$ cat config.mk
export PLATFORM = sky130hd
export DESIGN_NAME = hid_mouse_motion_smoother
export DESIGN_NICKNAME = d
export VERILOG_FILES = /design/src/rtl/core/hmms_pkg.sv /design/src/rtl/core/hmms_front.sv /design/src/rtl/core/hmms_queue.sv /design/src/rtl/core/hmms_div.sv /design/src/rtl/core/hmms_back.sv /design/src/rtl/core/hid_mouse_motion_smoother.sv
export SDC_FILE = /design/constraint.sdc
export NUM_CORES = 1
export LEC_CHECK = 0
export BUFFER_PORTS_ARGS = -buffer_cell sky130_fd_sc_hd__buf_2
export CAP_MARGIN = 20
export CORE_MARGIN = 5
export CORE_UTILIZATION = 60
export DETAILED_ROUTE_END_ITERATION = 6
export GPL_ROUTABILITY_DRIVEN = 0
export MAX_ROUTING_LAYER = met4
export PLACE_DENSITY = 0.86
export SYNTH_ARGS = -nofsm -noshare
export SYNTH_HDL_FRONTEND = slang
export SYNTH_SLANG_ARGS = --single-unit
$ cat constraint.sdc
create_clock -name clk -period 5.1 [get_ports clk]
set_input_delay 0.51 -clock clk [delete_from_list [all_inputs] [get_ports clk]]
set_output_delay 0.51 -clock clk [all_outputs]
set_load 0.03 [all_outputs]
$ cat src/rtl/core/hmms_pkg.sv
`default_nettype none

package hmms_pkg;

  // input action codes
  localparam logic [2:0] ACT_TICK    = 3'd0;
  localparam logic [2:0] ACT_MOVE    = 3'd1;
  localparam logic [2:0] ACT_BUTTONS = 3'd2;
  localparam logic [2:0] ACT_WHEEL   = 3'd3;
  localparam logic [2:0] ACT_PAN     = 3'd4;
  localparam logic [2:0] ACT_RAW     = 3'd5;

  // configuration register indexes
  localparam int CFG_IDX_W = 2;
  localparam logic [CFG_IDX_W-1:0] CFG_GLIDE_STEPS  = 2'd0;
  localparam logic [CFG_IDX_W-1:0] CFG_DIRECT_LIMIT = 2'd1;

  localparam logic [7:0] GLIDE_STEPS_RESET  = 8'd24;
  localparam logic [6:0] DIRECT_LIMIT_RESET = 7'd63;

  // width of the motion words and of the step divider
  localparam int DIV_W = 16;

  typedef struct packed {
    logic        [2:0]  action;
    logic signed [15:0] move_x;
    logic signed [15:0] move_y;
    logic        [7:0]  button_mask;
    logic signed [7:0]  wheel_amount;
    logic signed [7:0]  pan_amount;
  } in_item_t;

  typedef struct packed {
    logic        [7:0] report_buttons;
    logic signed [7:0] report_dx;
    logic signed [7:0] report_dy;
    logic signed [7:0] report_wheel;
    logic signed [7:0] report_pan;
  } out_item_t;

  typedef enum logic [2:0] {
    OP_TICK,
    OP_REPORT,
    OP_GOAL,
    OP_BUTTONS,
    OP_WHEEL,
    OP_PAN
  } op_t;

  typedef struct packed {
    op_t                op;
    logic signed [15:0] x;
    logic signed [15:0] y;
    logic        [7:0]  val;
  } cmd_t;

  typedef enum logic [1:0] {
    BK_IDLE,
    BK_DIVIDE,
    BK_APPLY
  } back_state_t;

endpackage

`default_nettype wire

$ cat src/rtl/core/hmms_front.sv
`default_nettype none

module hmms_front import hmms_pkg::*; (
  input  logic       in_valid,
  input  in_item_t   in_data,
  input  logic [6:0] direct_limit,
  output logic       push,
  output cmd_t       cmd
);

  logic [15:0] mag_x;
  logic [15:0] mag_y;
  logic        is_small;
  logic        keep;

  assign mag_x = in_data.move_x[15] ? (~in_data.move_x + 16'd1) : in_data.move_x;
  assign mag_y = in_data.move_y[15] ? (~in_data.move_y + 16'd1) : in_data.move_y;
  assign is_small = (mag_x <= {9'd0, direct_limit}) && (mag_y <= {9'd0, direct_limit});

  always_comb begin
    keep    = 1'b0;
    cmd.op  = OP_TICK;
    cmd.x   = in_data.move_x;
    cmd.y   = in_data.move_y;
    cmd.val = in_data.button_mask;
    case (in_data.action)
      ACT_TICK: begin
        keep = 1'b1;
      end
      ACT_MOVE: begin
        // zero moves are dropped here
        keep   = (in_data.move_x != 16'sd0) || (in_data.move_y != 16'sd0);
        cmd.op = is_small ? OP_REPORT : OP_GOAL;
      end
      ACT_BUTTONS: begin
        keep   = 1'b1;
        cmd.op = OP_BUTTONS;
      end
      ACT_WHEEL: begin
        keep    = 1'b1;
        cmd.op  = OP_WHEEL;
        cmd.val = in_data.wheel_amount;
      end
      ACT_PAN: begin
        keep    = 1'b1;
        cmd.op  = OP_PAN;
        cmd.val = in_data.pan_amount;
      end
      ACT_RAW: begin
        // raw delta only looks at the low byte of each component
        keep   = (in_data.move_x[7:0] != 8'd0) || (in_data.move_y[7:0] != 8'd0);
        cmd.op = OP_REPORT;
      end
      default: begin
        keep = 1'b0;
      end
    endcase
  end

  assign push = in_valid && keep;

endmodule

`default_nettype wire

$ cat src/rtl/core/hmms_queue.sv
`default_nettype none

module hmms_queue import hmms_pkg::*; #(
  parameter int DEPTH = 2
) (
  input  logic clk,
  input  logic rst_n,
  input  logic push,
  input  cmd_t push_data,
  output logic push_ready,
  input  logic pop,
  output logic pop_valid,
  output cmd_t pop_data
);

  localparam int PTR_W = (DEPTH > 1) ? $clog2(DEPTH) : 1;
  localparam int CNT_W = $clog2(DEPTH + 1);
  localparam logic [PTR_W-1:0] LAST_PTR = PTR_W'(DEPTH - 1);
  localparam logic [CNT_W-1:0] FULL_CNT = CNT_W'(DEPTH);

  cmd_t             mem_r [DEPTH];
  logic [PTR_W-1:0] wr_ptr_r, wr_ptr_nxt;
  logic [PTR_W-1:0] rd_ptr_r, rd_ptr_nxt;
  logic [CNT_W-1:0] count_r, count_nxt;
  logic             do_push;
  logic             do_pop;

  assign push_ready = (count_r != FULL_CNT);
  assign pop_valid  = (count_r != '0);
  assign pop_data   = mem_r[rd_ptr_r];
  assign do_push    = push && push_ready;
  assign do_pop     = pop && pop_valid;

  always_comb begin
    wr_ptr_nxt = wr_ptr_r;
    rd_ptr_nxt = rd_ptr_r;
    if (do_push) begin
      wr_ptr_nxt = (wr_ptr_r == LAST_PTR) ? '0 : wr_ptr_r + PTR_W'(1);
    end
    if (do_pop) begin
      rd_ptr_nxt = (rd_ptr_r == LAST_PTR) ? '0 : rd_ptr_r + PTR_W'(1);
    end
    count_nxt = count_r + CNT_W'(do_push) - CNT_W'(do_pop);
  end

  always_ff @(posedge clk) begin
    if (!rst_n) begin
      wr_ptr_r <= '0;
      rd_ptr_r <= '0;
      count_r  <= '0;
    end else begin
      wr_ptr_r <= wr_ptr_nxt;
      rd_ptr_r <= rd_ptr_nxt;
      count_r  <= count_nxt;
    end
  end

  always_ff @(posedge clk) begin
    if (do_push) begin
      mem_r[wr_ptr_r] <= push_data;
    end
  end

endmodule

`default_nettype wire

$ cat src/rtl/core/hmms_div.sv
`default_nettype none

module hmms_div import hmms_pkg::*; (
  input  logic                    clk,
  input  logic                    rst_n,
  input  logic                    start,
  input  logic signed [DIV_W-1:0] dividend,
  input  logic        [7:0]       divisor,
  output logic                    done,
  output logic signed [DIV_W-1:0] quotient
);

  localparam int CNT_W = $clog2(DIV_W);
  localparam logic [CNT_W-1:0] LAST = CNT_W'(DIV_W - 1);

  logic             busy_r;
  logic             done_r;
  logic [CNT_W-1:0] cnt_r;
  logic [DIV_W-1:0] num_r;
  logic [7:0]       part_r;
  logic [7:0]       den_r;
  logic             neg_r;
  logic [8:0]       trial;
  logic [8:0]       trial_sub;
  logic             fits;
  logic [DIV_W-1:0] mag_in;

  // restoring division, one quotient bit a cycle, quotient shifts into num_r
  assign trial     = {part_r, num_r[DIV_W-1]};
  assign trial_sub = trial - {1'b0, den_r};
  assign fits      = (trial >= {1'b0, den_r});
  assign mag_in    = dividend[DIV_W-1] ? (~dividend + DIV_W'(1)) : dividend;

  assign done     = done_r;
  assign quotient = neg_r ? $signed(~num_r + DIV_W'(1)) : $signed(num_r);

  always_ff @(posedge clk) begin
    if (!rst_n) begin
      busy_r <= 1'b0;
      done_r <= 1'b0;
      cnt_r  <= '0;
    end else begin
      done_r <= 1'b0;
      if (start) begin
        busy_r <= 1'b1;
        cnt_r  <= '0;
      end else if (busy_r) begin
        cnt_r <= cnt_r + CNT_W'(1);
        if (cnt_r == LAST) begin
          busy_r <= 1'b0;
          done_r <= 1'b1;
        end
      end
    end
  end

  always_ff @(posedge clk) begin
    if (start) begin
      num_r  <= mag_in;
      neg_r  <= dividend[DIV_W-1];
      den_r  <= divisor;
      part_r <= 8'd0;
    end else if (busy_r) begin
      num_r  <= {num_r[DIV_W-2:0], fits};
      part_r <= fits ? trial_sub[7:0] : trial[7:0];
    end
  end

endmodule

`default_nettype wire

$ cat src/rtl/core/hmms_back.sv
`default_nettype none

module hmms_back import hmms_pkg::*; (
  input  logic       clk,
  input  logic       rst_n,
  input  logic       q_valid,
  input  cmd_t       q_cmd,
  output logic       q_pop,
  input  logic [7:0] glide_steps,
  input  logic       out_ready,
  output logic       out_valid,
  output out_item_t  out_data
);

  back_state_t        state_r, state_nxt;
  logic               pending_r, pending_nxt;
  logic signed [15:0] goal_x_r, goal_x_nxt;
  logic signed [15:0] goal_y_r, goal_y_nxt;
  logic signed [15:0] done_x_r, done_x_nxt;
  logic signed [15:0] done_y_r, done_y_nxt;
  logic        [7:0]  held_buttons_r, held_buttons_nxt;
  logic signed [7:0]  held_wheel_r, held_wheel_nxt;
  logic signed [7:0]  held_pan_r, held_pan_nxt;
  logic        [7:0]  step_count_r, step_count_nxt;
  logic signed [16:0] diff_x_r, diff_x_nxt;
  logic signed [16:0] diff_y_r, diff_y_nxt;
  logic signed [15:0] stx_r, stx_nxt;
  logic signed [15:0] sty_r, sty_nxt;
  logic               out_valid_r, out_valid_nxt;
  out_item_t          out_data_r, out_data_nxt;

  logic               active;
  logic               goal_set;
  logic               move_run;
  logic               out_free;
  logic               wp_live;
  logic signed [16:0] gap_x;
  logic signed [16:0] gap_y;
  logic        [7:0]  divisor;
  logic               div_start;
  logic               dx_done;
  logic               dy_done;
  logic               div_done;
  logic signed [15:0] qx;
  logic signed [15:0] qy;
  logic signed [15:0] adj_x;
  logic signed [15:0] adj_y;
  logic signed [17:0] rest_x;
  logic signed [17:0] rest_y;
  logic               near_x;
  logic               near_y;
  logic signed [15:0] done_new_x;
  logic signed [15:0] done_new_y;
  logic        [7:0]  step_new;
  logic               finish;
  logic               em_en;
  logic        [7:0]  em_dx;
  logic        [7:0]  em_dy;
  logic        [7:0]  em_wh;
  logic        [7:0]  em_pn;

  function automatic logic [7:0] clamp127(input logic signed [15:0] v);
    logic [7:0] r;
    if (v > 16'sd127) begin
      r = 8'd127;
    end else if (v < -16'sd127) begin
      r = 8'h81;
    end else begin
      r = v[7:0];
    end
    return r;
  endfunction

  assign goal_set = (goal_x_r != 16'sd0) || (goal_y_r != 16'sd0);
  assign wp_live  = (held_wheel_r != 8'sd0) || (held_pan_r != 8'sd0);
  assign active   = pending_r || goal_set || wp_live;
  assign move_run = goal_set && (step_count_r < glide_steps);
  assign out_free = !out_valid_r || out_ready;

  // full-width distance left; its low 16 bits are the wrapped remainder
  assign gap_x   = {goal_x_r[15], goal_x_r} - {done_x_r[15], done_x_r};
  assign gap_y   = {goal_y_r[15], goal_y_r} - {done_y_r[15], done_y_r};
  assign divisor = glide_steps - step_count_r;

  hmms_div u_div_x (
    .clk      (clk),
    .rst_n    (rst_n),
    .start    (div_start),
    .dividend ($signed(gap_x[15:0])),
    .divisor  (divisor),
    .done     (dx_done),
    .quotient (qx)
  );

  hmms_div u_div_y (
    .clk      (clk),
    .rst_n    (rst_n),
    .start    (div_start),
    .dividend ($signed(gap_y[15:0])),
    .divisor  (divisor),
    .done     (dy_done),
    .quotient (qy)
  );

  assign div_done = dx_done && dy_done;

  // a step never rounds to nothing while distance remains
  always_comb begin
    adj_x = qx;
    adj_y = qy;
    if ((qx == 16'sd0) && (diff_x_r[15:0] != 16'd0)) begin
      adj_x = diff_x_r[15] ? -16'sd1 : 16'sd1;
    end
    if ((qy == 16'sd0) && (diff_y_r[15:0] != 16'd0)) begin
      adj_y = diff_y_r[15] ? -16'sd1 : 16'sd1;
    end
  end

  assign rest_x     = {diff_x_r[16], diff_x_r} - {{2{stx_r[15]}}, stx_r};
  assign rest_y     = {diff_y_r[16], diff_y_r} - {{2{sty_r[15]}}, sty_r};
  assign near_x     = (rest_x >= -18'sd1) && (rest_x <= 18'sd1);
  assign near_y     = (rest_y >= -18'sd1) && (rest_y <= 18'sd1);
  assign done_new_x = done_x_r + stx_r;
  assign done_new_y = done_y_r + sty_r;
  assign step_new   = step_count_r + 8'd1;
  assign finish     = (step_new >= glide_steps) || (near_x && near_y);

  always_comb begin
    state_nxt = state_r;
    case (state_r)
      BK_IDLE: begin
        if (q_valid && out_free && (q_cmd.op == OP_TICK) && active && move_run) begin
          state_nxt = BK_DIVIDE;
        end
      end
      BK_DIVIDE: begin
        if (div_done) begin
          state_nxt = BK_APPLY;
        end
      end
      BK_APPLY: begin
        if (out_free) begin
          state_nxt = BK_IDLE;
        end
      end
      default: begin
        state_nxt = BK_IDLE;
      end
    endcase
  end

  always_comb begin
    pending_nxt      = pending_r;
    goal_x_nxt       = goal_x_r;
    goal_y_nxt       = goal_y_r;
    done_x_nxt       = done_x_r;
    done_y_nxt       = done_y_r;
    held_buttons_nxt = held_buttons_r;
    held_wheel_nxt   = held_wheel_r;
    held_pan_nxt     = held_pan_r;
    step_count_nxt   = step_count_r;
    diff_x_nxt       = diff_x_r;
    diff_y_nxt       = diff_y_r;
    stx_nxt          = stx_r;
    sty_nxt          = sty_r;
    q_pop            = 1'b0;
    div_start        = 1'b0;
    em_en            = 1'b0;
    em_dx            = 8'd0;
    em_dy            = 8'd0;
    em_wh            = 8'd0;
    em_pn            = 8'd0;
    case (state_r)
      BK_IDLE: begin
        if (q_valid && out_free) begin
          q_pop = 1'b1;
          case (q_cmd.op)
            OP_TICK: begin
              if (active) begin
                if (move_run) begin
                  div_start  = 1'b1;
                  diff_x_nxt = gap_x;
                  diff_y_nxt = gap_y;
                end else begin
                  // stalled or no move: zero motion, wheel and pan go out once
                  em_en          = 1'b1;
                  em_wh          = held_wheel_r;
                  em_pn          = held_pan_r;
                  held_wheel_nxt = 8'sd0;
                  held_pan_nxt   = 8'sd0;
                  pending_nxt    = wp_live;
                end
              end
            end
            OP_REPORT: begin
              em_en = 1'b1;
              em_dx = q_cmd.x[7:0];
              em_dy = q_cmd.y[7:0];
            end
            OP_GOAL: begin
              if ((q_cmd.x != goal_x_r) || (q_cmd.y != goal_y_r)) begin
                step_count_nxt = 8'd0;
                done_x_nxt     = 16'sd0;
                done_y_nxt     = 16'sd0;
                goal_x_nxt     = q_cmd.x;
                goal_y_nxt     = q_cmd.y;
                pending_nxt    = 1'b1;
              end
            end
            OP_BUTTONS: begin
              held_buttons_nxt = q_cmd.val;
              pending_nxt      = 1'b1;
            end
            OP_WHEEL: begin
              held_wheel_nxt = $signed(q_cmd.val);
              pending_nxt    = 1'b1;
            end
            OP_PAN: begin
              held_pan_nxt = $signed(q_cmd.val);
              pending_nxt  = 1'b1;
            end
            default: begin
            end
          endcase
        end
      end
      BK_DIVIDE: begin
        if (div_done) begin
          stx_nxt = adj_x;
          sty_nxt = adj_y;
        end
      end
      BK_APPLY: begin
        if (out_free) begin
          em_en          = 1'b1;
          em_dx          = clamp127(stx_r);
          em_dy          = clamp127(sty_r);
          em_wh          = held_wheel_r;
          em_pn          = held_pan_r;
          held_wheel_nxt = 8'sd0;
          held_pan_nxt   = 8'sd0;
          pending_nxt    = wp_live;
          if (finish) begin
            done_x_nxt     = goal_x_r;
            done_y_nxt     = goal_y_r;
            goal_x_nxt     = 16'sd0;
            goal_y_nxt     = 16'sd0;
            step_count_nxt = 8'd0;
          end else begin
            done_x_nxt     = done_new_x;
            done_y_nxt     = done_new_y;
            step_count_nxt = step_new;
          end
        end
      end
      default: begin
      end
    endcase
  end

  always_comb begin
    out_valid_nxt = out_valid_r && !out_ready;
    out_data_nxt  = out_data_r;
    if (em_en) begin
      out_valid_nxt               = 1'b1;
      out_data_nxt.report_buttons = held_buttons_r;
      out_data_nxt.report_dx      = em_dx;
      out_data_nxt.report_dy      = em_dy;
      out_data_nxt.report_wheel   = em_wh;
      out_data_nxt.report_pan     = em_pn;
    end
  end

  always_ff @(posedge clk) begin
    if (!rst_n) begin
      state_r        <= BK_IDLE;
      pending_r      <= 1'b0;
      goal_x_r       <= 16'sd0;
      goal_y_r       <= 16'sd0;
      done_x_r       <= 16'sd0;
      done_y_r       <= 16'sd0;
      held_buttons_r <= 8'd0;
      held_wheel_r   <= 8'sd0;
      held_pan_r     <= 8'sd0;
      step_count_r   <= 8'd0;
      out_valid_r    <= 1'b0;
    end else begin
      state_r        <= state_nxt;
      pending_r      <= pending_nxt;
      goal_x_r       <= goal_x_nxt;
      goal_y_r       <= goal_y_nxt;
      done_x_r       <= done_x_nxt;
      done_y_r       <= done_y_nxt;
      held_buttons_r <= held_buttons_nxt;
      held_wheel_r   <= held_wheel_nxt;
      held_pan_r     <= held_pan_nxt;
      step_count_r   <= step_count_nxt;
      out_valid_r    <= out_valid_nxt;
    end
  end

  always_ff @(posedge clk) begin
    diff_x_r   <= diff_x_nxt;
    diff_y_r   <= diff_y_nxt;
    stx_r      <= stx_nxt;
    sty_r      <= sty_nxt;
    out_data_r <= out_data_nxt;
  end

  assign out_valid = out_valid_r;
  assign out_data  = out_data_r;

endmodule

`default_nettype wire

$ cat src/rtl/core/hid_mouse_motion_smoother.sv
// path: a direct or raw report passes a queue entry and then the output register;
//   a moving tick leaves the queue, waits in BK_DIVIDE, then BK_APPLY registers it
// throughput: the input queue takes one item a cycle while it has room; the back end
//   retires an item a cycle if output is free; a moving tick waits on two radix-2 dividers
// reset: rst_n synchronous active low; clears queue, motion, buttons and wheel state,
//   loads the step span 24 and direct_limit 63; no clearing pass
`default_nettype none

module hid_mouse_motion_smoother import hmms_pkg::*; #(
  parameter int QUEUE_DEPTH = 2
) (
  input  logic                 clk,
  input  logic                 rst_n,
  input  logic                 in_valid,
  output logic                 in_ready,
  input  in_item_t             in_data,
  output logic                 out_valid,
  input  logic                 out_ready,
  output out_item_t            out_data,
  input  logic                 cfg_valid,
  output logic                 cfg_ready,
  input  logic [CFG_IDX_W-1:0] cfg_index,
  input  logic [7:0]           cfg_data
);

  logic [7:0] glide_steps_r;
  logic [6:0] direct_limit_r;
  logic       q_push;
  cmd_t       q_push_cmd;
  logic       q_ready;
  logic       q_pop;
  logic       q_valid;
  cmd_t       q_cmd;

  assign cfg_ready = 1'b1;

  always_ff @(posedge clk) begin
    if (!rst_n) begin
      glide_steps_r  <= GLIDE_STEPS_RESET;
      direct_limit_r <= DIRECT_LIMIT_RESET;
    end else if (cfg_valid && cfg_ready) begin
      case (cfg_index)
        CFG_GLIDE_STEPS:  glide_steps_r  <= cfg_data;
        CFG_DIRECT_LIMIT: direct_limit_r <= cfg_data[6:0];
        default: begin
        end
      endcase
    end
  end

  // items that classify to nothing are still taken, just not queued
  assign in_ready = q_ready;

  hmms_front u_front (
    .in_valid     (in_valid),
    .in_data      (in_data),
    .direct_limit (direct_limit_r),
    .push         (q_push),
    .cmd          (q_push_cmd)
  );

  hmms_queue #(
    .DEPTH (QUEUE_DEPTH)
  ) u_queue (
    .clk        (clk),
    .rst_n      (rst_n),
    .push       (q_push),
    .push_data  (q_push_cmd),
    .push_ready (q_ready),
    .pop        (q_pop),
    .pop_valid  (q_valid),
    .pop_data   (q_cmd)
  );

  hmms_back u_back (
    .clk         (clk),
    .rst_n       (rst_n),
    .q_valid     (q_valid),
    .q_cmd       (q_cmd),
    .q_pop       (q_pop),
    .glide_steps (glide_steps_r),
    .out_ready   (out_ready),
    .out_valid   (out_valid),
    .out_data    (out_data)
  );

`ifndef NO_ASSERTIONS
  a_tick_queued: assert property (@(posedge clk) disable iff (!rst_n)
    (in_valid && in_ready && (in_data.action == ACT_TICK)) |-> q_push)
    else $error("accepted tick was not queued");

  a_pop_nonempty: assert property (@(posedge clk) disable iff (!rst_n)
    q_pop |-> q_valid)
    else $error("back end popped an empty queue");

  a_pop_room: assert property (@(posedge clk) disable iff (!rst_n)
    q_pop |-> (!out_valid || out_ready))
    else $error("back end popped while the result register was blocked");

  a_full_backlog: assert property (@(posedge clk) disable iff (!rst_n)
    !in_ready |-> q_valid)
    else $error("input stalled with nothing queued");
`endif

endmodule

`default_nettype wire

## Yosys cells after proc, flatten, opt, wreduce, memory -nomap -nowiden

Memory sizes are Yosys's and may differ from the RTL's. A register that Yosys moved wholly into a read port is not among the register bits.
Cells that the tools add are included.
W data, S select, Z words.

| storage, ports and cells | value |
|---|---|
| bits of input ports | 74 |
| bits in writable memories | 86 |
| bits in registers | 295 |
| output and inout bits | 43 |
| word-level logic and storage cells | 295 |
| memories kept | 1 |

Memory list:

| memory | words | bits a word | read ports | clocked after Yosys merged registers in | wr ports | line | source |
|---|---|---|---|---|---|---|---|
| u_queue.mem_r | 2 | 43 | 1 | 1 | 1 | hmms_queue.sv:21 | `cmd_t mem_r [DEPTH];` |

| cells by class | value |
|---|---|
| mux-type cells | 117 |
| equality and inequality tests | 31 |
| add/subtract/negate cells | 22 |
| reductions and logical operators | 63 |
| bitwise gates (word level) | 9 |
| magnitude comparators | 14 |

Operators by type and width:

| operator | number |
|---|---|
| $mux W16 | 29 |
| $mux W8 | 32 |
| $pmux W8 S2 | 10 |
| $pmux W16 S2 | 4 |
| $not A16 Y16 | 6 |
| $reduce_bool A16 Y1 | 6 |
| $add A16 B1 Y16 const B | 4 |
| $ge A18 B1 Y1 const B | 2 |
| $le A18 B2 Y1 const B | 2 |
| $sub A17 B16 Y18 | 2 |
| $sub A16 B16 Y17 | 2 |
| $add A16 B16 Y16 | 2 |
| $add A16 B2 Y16 const B | 2 |
| $gt A16 B8 Y1 const B | 2 |
| $le A16 B7 Y1 | 2 |
| $logic_not A16 Y1 | 2 |
| $lt A16 B8 Y1 const B | 2 |
| $ne A16 B16 Y1 | 2 |
| $reduce_bool A8 Y1 | 4 |
| $mux W1 | 31 |
| $sub A8 B8 Y8 | 3 |
| $ge A9 B8 Y1 | 2 |
| $reduce_and A6 Y1 | 3 |
| $logic_and A1 B1 Y1 | 16 |
| other kinds (36) | 84 |

## Depth between registers and ports, before layout

| depth | value |
|---|---|
| depth after elaboration | 9 |
| gate-level depth with buffers | 16 |
| depth with buffers taken out | 16 |

## Hierarchy

From an unflattened synthesis, not the netlist that was laid out.

| second synthesis, totals | value |
|---|---|
| cell total of the unflattened synthesis | 2735 |
| area total of the unflattened synthesis | 25677.1 µm² |

Modules (own cells, without submodules):

| module | sequential area each (µm²) | times used | cells each | area an instance (µm²) |
|---|---|---|---|---|
| hmms_back | 5185.0 | 1 | 1673 | 14666.6 |
| hmms_div | 1031.0 | 2 | 286 | 2633.8 |
| hmms_queue | 2682.6 | 1 | 163 | 3379.5 |
| hmms_front | 0.0 | 1 | 261 | 1726.7 |
| hid_mouse_motion_smoother | 300.3 | 1 | 66 | 636.9 |

## Worst setup path before layout

Ideal clock, no wire load.

| timing path | value |
|---|---|
| path type | input port to flip-flop |
| from | input in_data[40] (netlist name) |
| to | memory u_queue.mem_r[0][0] (netlist name), enable pin |
| stages | 9 |
| required time | 4.651 ns |
| path buffers | 0 |
| library setup time | 0.449 ns |
| setup slack | 1.125 ns |
| arrival time | 3.526 ns |
| cell sequence | inv_1 > ha_1 > nor2b_1 > nand3_1 > or3_1 > nor4_1 > o21ai_0 > and4_1 > nor2b_1 |

| on the way | value |
|---|---|
| longest elaborated chain between the ends | 7 |
| elaborated cells on any way between the ends | 9 |
| classes of those cells | 3 x mux; 6 x reduce/logical |

Ends and longest elaborated chain:

| element | line | source |
|---|---|---|
| start, declared | hid_mouse_motion_smoother.sv:16 | `input in_item_t in_data,` |
| $reduce_bool A16 Y1 / $reduce_bool A8 Y1 (equally long branches) | hmms_front.sv:32, hmms_front.sv:51 |  |
| $logic_or A1 B1 Y1, on equally long branches | hmms_front.sv:32, hmms_front.sv:51 |  |
| $pmux W1 S3 (*) | hmms_front.sv:26 | `case (in_data.action)` |
| $logic_and A1 B1 Y1 (*) | hmms_front.sv:60 | `assign push = in_valid && keep;` |
| $logic_and A1 B1 Y1 (*) | hmms_queue.sv:31 | `assign do_push = push && push_ready;` |
| via u_queue.do_push | hmms_queue.sv:25 | `logic do_push;` |
| $mux W1 (*) | hmms_queue.sv:59 | `if (do_push) begin` |
| $mux W1 (not written as such) (*) | hmms_queue.sv:60 | `mem_r[wr_ptr_r] <= push_data;` |
| end, declared | hmms_queue.sv:21 |  |

Mark *: on every way through the listed nets, which the timed path passes. The rest lies on a longest branch.

## Worst setup path in the final report

| timing path | value |
|---|---|
| from | register u_back.sty_r[0] |
| to | register u_back.done_x_r[1] |

| on the way | value |
|---|---|
| longest elaborated chain between the ends | 8 |
| elaborated cells on any way between the ends | 9 |
| classes of those cells | 1 x add/sub; 2 x order compare; 3 x mux; 3 x reduce/logical |

Ends and longest elaborated chain:

| element | line | source |
|---|---|---|
| start, declared | hmms_back.sv:28 | `logic signed [15:0] sty_r, sty_nxt;` |
| start signal, assigned | hmms_back.sv:306 | `sty_r <= sty_nxt;` |
| $sub A17 B16 Y18 (*) | hmms_back.sv:120 | `assign rest_y = {diff_y_r[16], diff_y_r} - {{2{sty_r[15]}}, sty_r};` |
| $ge A18 B1 Y1 / $le A18 B2 Y1 (equally long branches) | hmms_back.sv:122 | `assign near_y = (rest_y >= -18'sd1) && (rest_y <= 18'sd1);` |
| $logic_and A1 B1 Y1 (*) | hmms_back.sv:122 |  |
| $logic_and A1 B1 Y1 (*) | hmms_back.sv:126 | `assign finish = (step_new >= glide_steps) \|\| (near_x && near_y);` |
| $logic_or A1 B1 Y1 (*) | hmms_back.sv:126 |  |
| $mux W16 (*) | hmms_back.sv:243 | `if (finish) begin` |
| $mux W16 (*) | hmms_back.sv:234 | `if (out_free) begin` |
| $pmux W16 S2 (*) | hmms_back.sv:173 | `case (state_r)` |
| end signal, assigned | hmms_back.sv:292 | `done_x_r <= done_x_nxt;` |
| end, declared | hmms_back.sv:19 | `logic signed [15:0] done_x_r, done_x_nxt;` |

Mark *: on every way between the ends. The rest lies on a longest branch, timed or not. The select of a mux whose other input is x is not followed.
A chain may end at the register's enable or synchronous reset.

==> out/results.txt <==
Status -> completed
Worst rel slew slack -> 0.251
Synth area leaders -> edfxtp_1 (29%), dfxtp_1 (12%), ha_1 (7.9%), o21ai_0 (3.8%), xnor2_1 (3.6%)
Seq/Total Area, Yosys -> 0.415
WL/cell -> 20.5 µm
Crit path max fanout -> 30
Netlist cell types -> 90
Hold_buf cts -> 0
Starting density of the core -> 0.606
CP Data Required Time -> 5.55 ns
Routed Antenna Nets -> 0
Largest net degree at the start of global routing -> 50
GRT Util Overall -> 0.297
Top Ports -> 117
Number of hold violations in the final report -> 0
Final #Nets -> 2895
Bufs on Longest Clock Path -> 3
Worst min path class -> input port to flip-flop
Row cnt -> 73
R2R setup slack -> 0.66 ns
EDFF count, synth -> 234
Cells after Synth -> 2574
Met3 WL post-DR -> 6.49 mm
CTS tree -> built
Lkg Pwr -> 10.5 nW
Setup TNS -> 0 ns
Final core occ -> 0.667
Final Skew -> 0.0232 ns
Num CTS Buffers -> 38
Fillers -> 2888
Count leader, synth -> edfxtp_1
Detailed Place HPWL -> 48.1 mm
Tmin final -> 4.44 ns
Tot Pwr -> 0.0113 W
Core area -> 39700 µm²
Syn nets -> 2810
# clock sinks -> 382
Via Count -> 20.9k
RSZ-0062 raised after global routing -> no
Drt first pass iters -> 6
WL met1 -> 25.4 mm
Root buffer cell -> clkbuf_16
Top sig layer -> met4
Skew-Pair Late Insertion Delay -> 0.55 ns
Ys flop type -> edfxtp_1
Max Cap Violations -> 0
Ys Warns -> 0
Critical Path Sink Type -> flip-flop
Synth top cells by count -> edfxtp_1 (234), nand2_1 (211), nor2_1 (183), o21ai_0 (182), inv_1 (172)
Die Ht -> 210 µm
PD cells -> 428 nW/µm²
Final wirelength -> 66.0 mm
CP Launch Type -> flip-flop
Syn avg cell area -> 9.36 µm²
Max VDD drop -> 0.416 mV
Post-CTS Setup Inserts -> 0
Post-cts resize count -> 0
First-pass GRT wire length -> 105 mm
Crit path DAT -> 4.89 ns
Die area -> 44300 µm²
Cell taking the most area after synthesis -> edfxtp_1
Final period utilization -> 0.870
Layout area overhead -> 9.95%
Synth top area share -> 0.292
Synthesized cell area -> 24100 µm²
Die width -> 210 µm
DR vias/cell -> 6.52
Max Slew Vio Count -> 0
Ant diodes -> 0
Max H-tree Level -> 2
Antenna violations before repair -> 0
Vias in the first global route -> 20.2k
Worst slew pin tran -> 1.12 ns
Aggregate global routing overflow -> 0
Met2 WL -> 30.8 mm
Layout cells sized above 1 -> 0.0930
F_max -> 0.225 GHz
Post-route DRC -> 0
#FFs+latches synth -> 382
First DRT Iteration DRCs -> 2295
Synth async-reset ratio -> 0
IO buf count -> 115
Setup violations, final -> 0
WS Path Type -> flip-flop to flip-flop
Clock slew at reported path FFs -> 0.06 ns
## worst paths after layout
check / startpoint / end / cells past startpoint
setup / recovery: u_back.sty_r[0] / u_back.done_x_r[1] / 13
hold / removal: in_data[48] / u_queue.mem_r[0][32] / 1
setup reg to reg: u_back.sty_r[0] / u_back.done_x_r[1] / 13
hold reg to reg: u_back.held_buttons_r[6] / u_back.out_data[38] / 0
## area by class of cell
| class | count | area (µm²) | share of cell area |
|---|---|---|---|
| clock buffer | 50 | 1070 | 0.0403 |
| clock inverter | 19 | 268 | 0.0101 |
| inverter | 173 | 649 | 0.0245 |
| multi-input combinational | 1926 | 13100 | 0.494 |
| sequential | 382 | 9990 | 0.377 |
| tap | 525 | 657 | 0.0248 |
| timing repair buffer | 138 | 761 | 0.0287 |
## routing by layer
layer  up-vias  track usage
met3       270       0.0551
met2      1235        0.480
met1      9858        0.369
met4         0        0.125
met5         -            -
li1       9578            -
## worst max-delay path, cell delays in order (launching register included)
cell	delay [ns]
edfxtp_1	0.45
ha_1	0.26
fa_1	0.41
nand2b_1	0.18
a211oi_1	0.39
o211a_1	0.31
nor4_1	0.07
a311oi_1	0.38
nand2_1	0.08
or4_1	0.53
o211ai_2	0.21
nand2_2	0.51
and2_1	0.40
o31ai_2	0.16
## power breakdown
group / internal, W / total (W) / switching, W
combinational: 0.00153 / 0.00415 / 0.00261
clock: 0.00179 / 0.00300 / 0.00121
sequential: 0.00382 / 0.00417 / 0.000351
total: 0.00715 / 0.0113 / 0.00418
## logic make-up (layout without fill, tap and decap cells)
kind of cell / Yosys count / in the layout / share of synthesized area
AND/OR/NAND/NOR: 856 / 856 / 0.179
AO/OA/AOI/OAI: 633 / 633 / 0.172
flip-flops: 382 / 382 / 0.415
buffers and inverters: 266 / 380 / 0.0429
XOR/XNOR: 184 / 184 / 0.0669
adder cells (fa/ha/maj): 162 / 162 / 0.0869
multiplexers: 90 / 90 / 0.0381
other: 1 / 1 / 0.000156
## layout by cell type (no fill, tap or decap), drive strengths merged, types with 17 or more instances in the layout
cell type  Yosys  layout
a211oi        24      24
a21boi        41      41
a21o          25      25
a21oi        112     112
a22oi         31      31
and2          26      26
buf           23     138
clkbuf        70      50
dfxtp        148     148
edfxtp       234     234
ha           153     153
inv          172     174
mux2i         77      77
nand2        213     213
nand2b        46      46
nand3         51      51
nand4         39      39
nor2         183     183
nor2b         55      55
nor3          65      65
nor4          54      54
o211ai        28      28
o21a          25      25
o21ai        185     185
o22ai         43      43
o31ai         17      17
or3           65      65
xnor2         98      98
xor2          86      86
## flip-flops by register name, summed over array words and instances, names as in the netlist, 16 cells and up, named ones only
register              cells
u_back.diff_x_r          17
u_back.diff_y_r          17
u_back.done_x_r          16
u_back.done_y_r          16
u_back.goal_x_r          16
u_back.goal_y_r          16
u_back.out_data          40
u_back.stx_r             16
u_back.sty_r             16
u_back.u_div_x.num_r     16
u_back.u_div_y.num_r     16
u_queue.mem_r            86
## per-stage QoR
stage	hold slack [ns]	cell area [µm²]	setup slack, ns	cells
2_1_floorplan	0.408	24100	1.12	2574
3_3_place_gp	0.416	25100	0.888	3143
3_5_place_dp	0.417	25100	0.752	3143
4_1_cts	0.176	26500	0.736	3212
5_1_grt	0.184	26500	0.285	3213
6_report	0.187	26500	0.663	3213
Power figures use the tool's default switching activity.
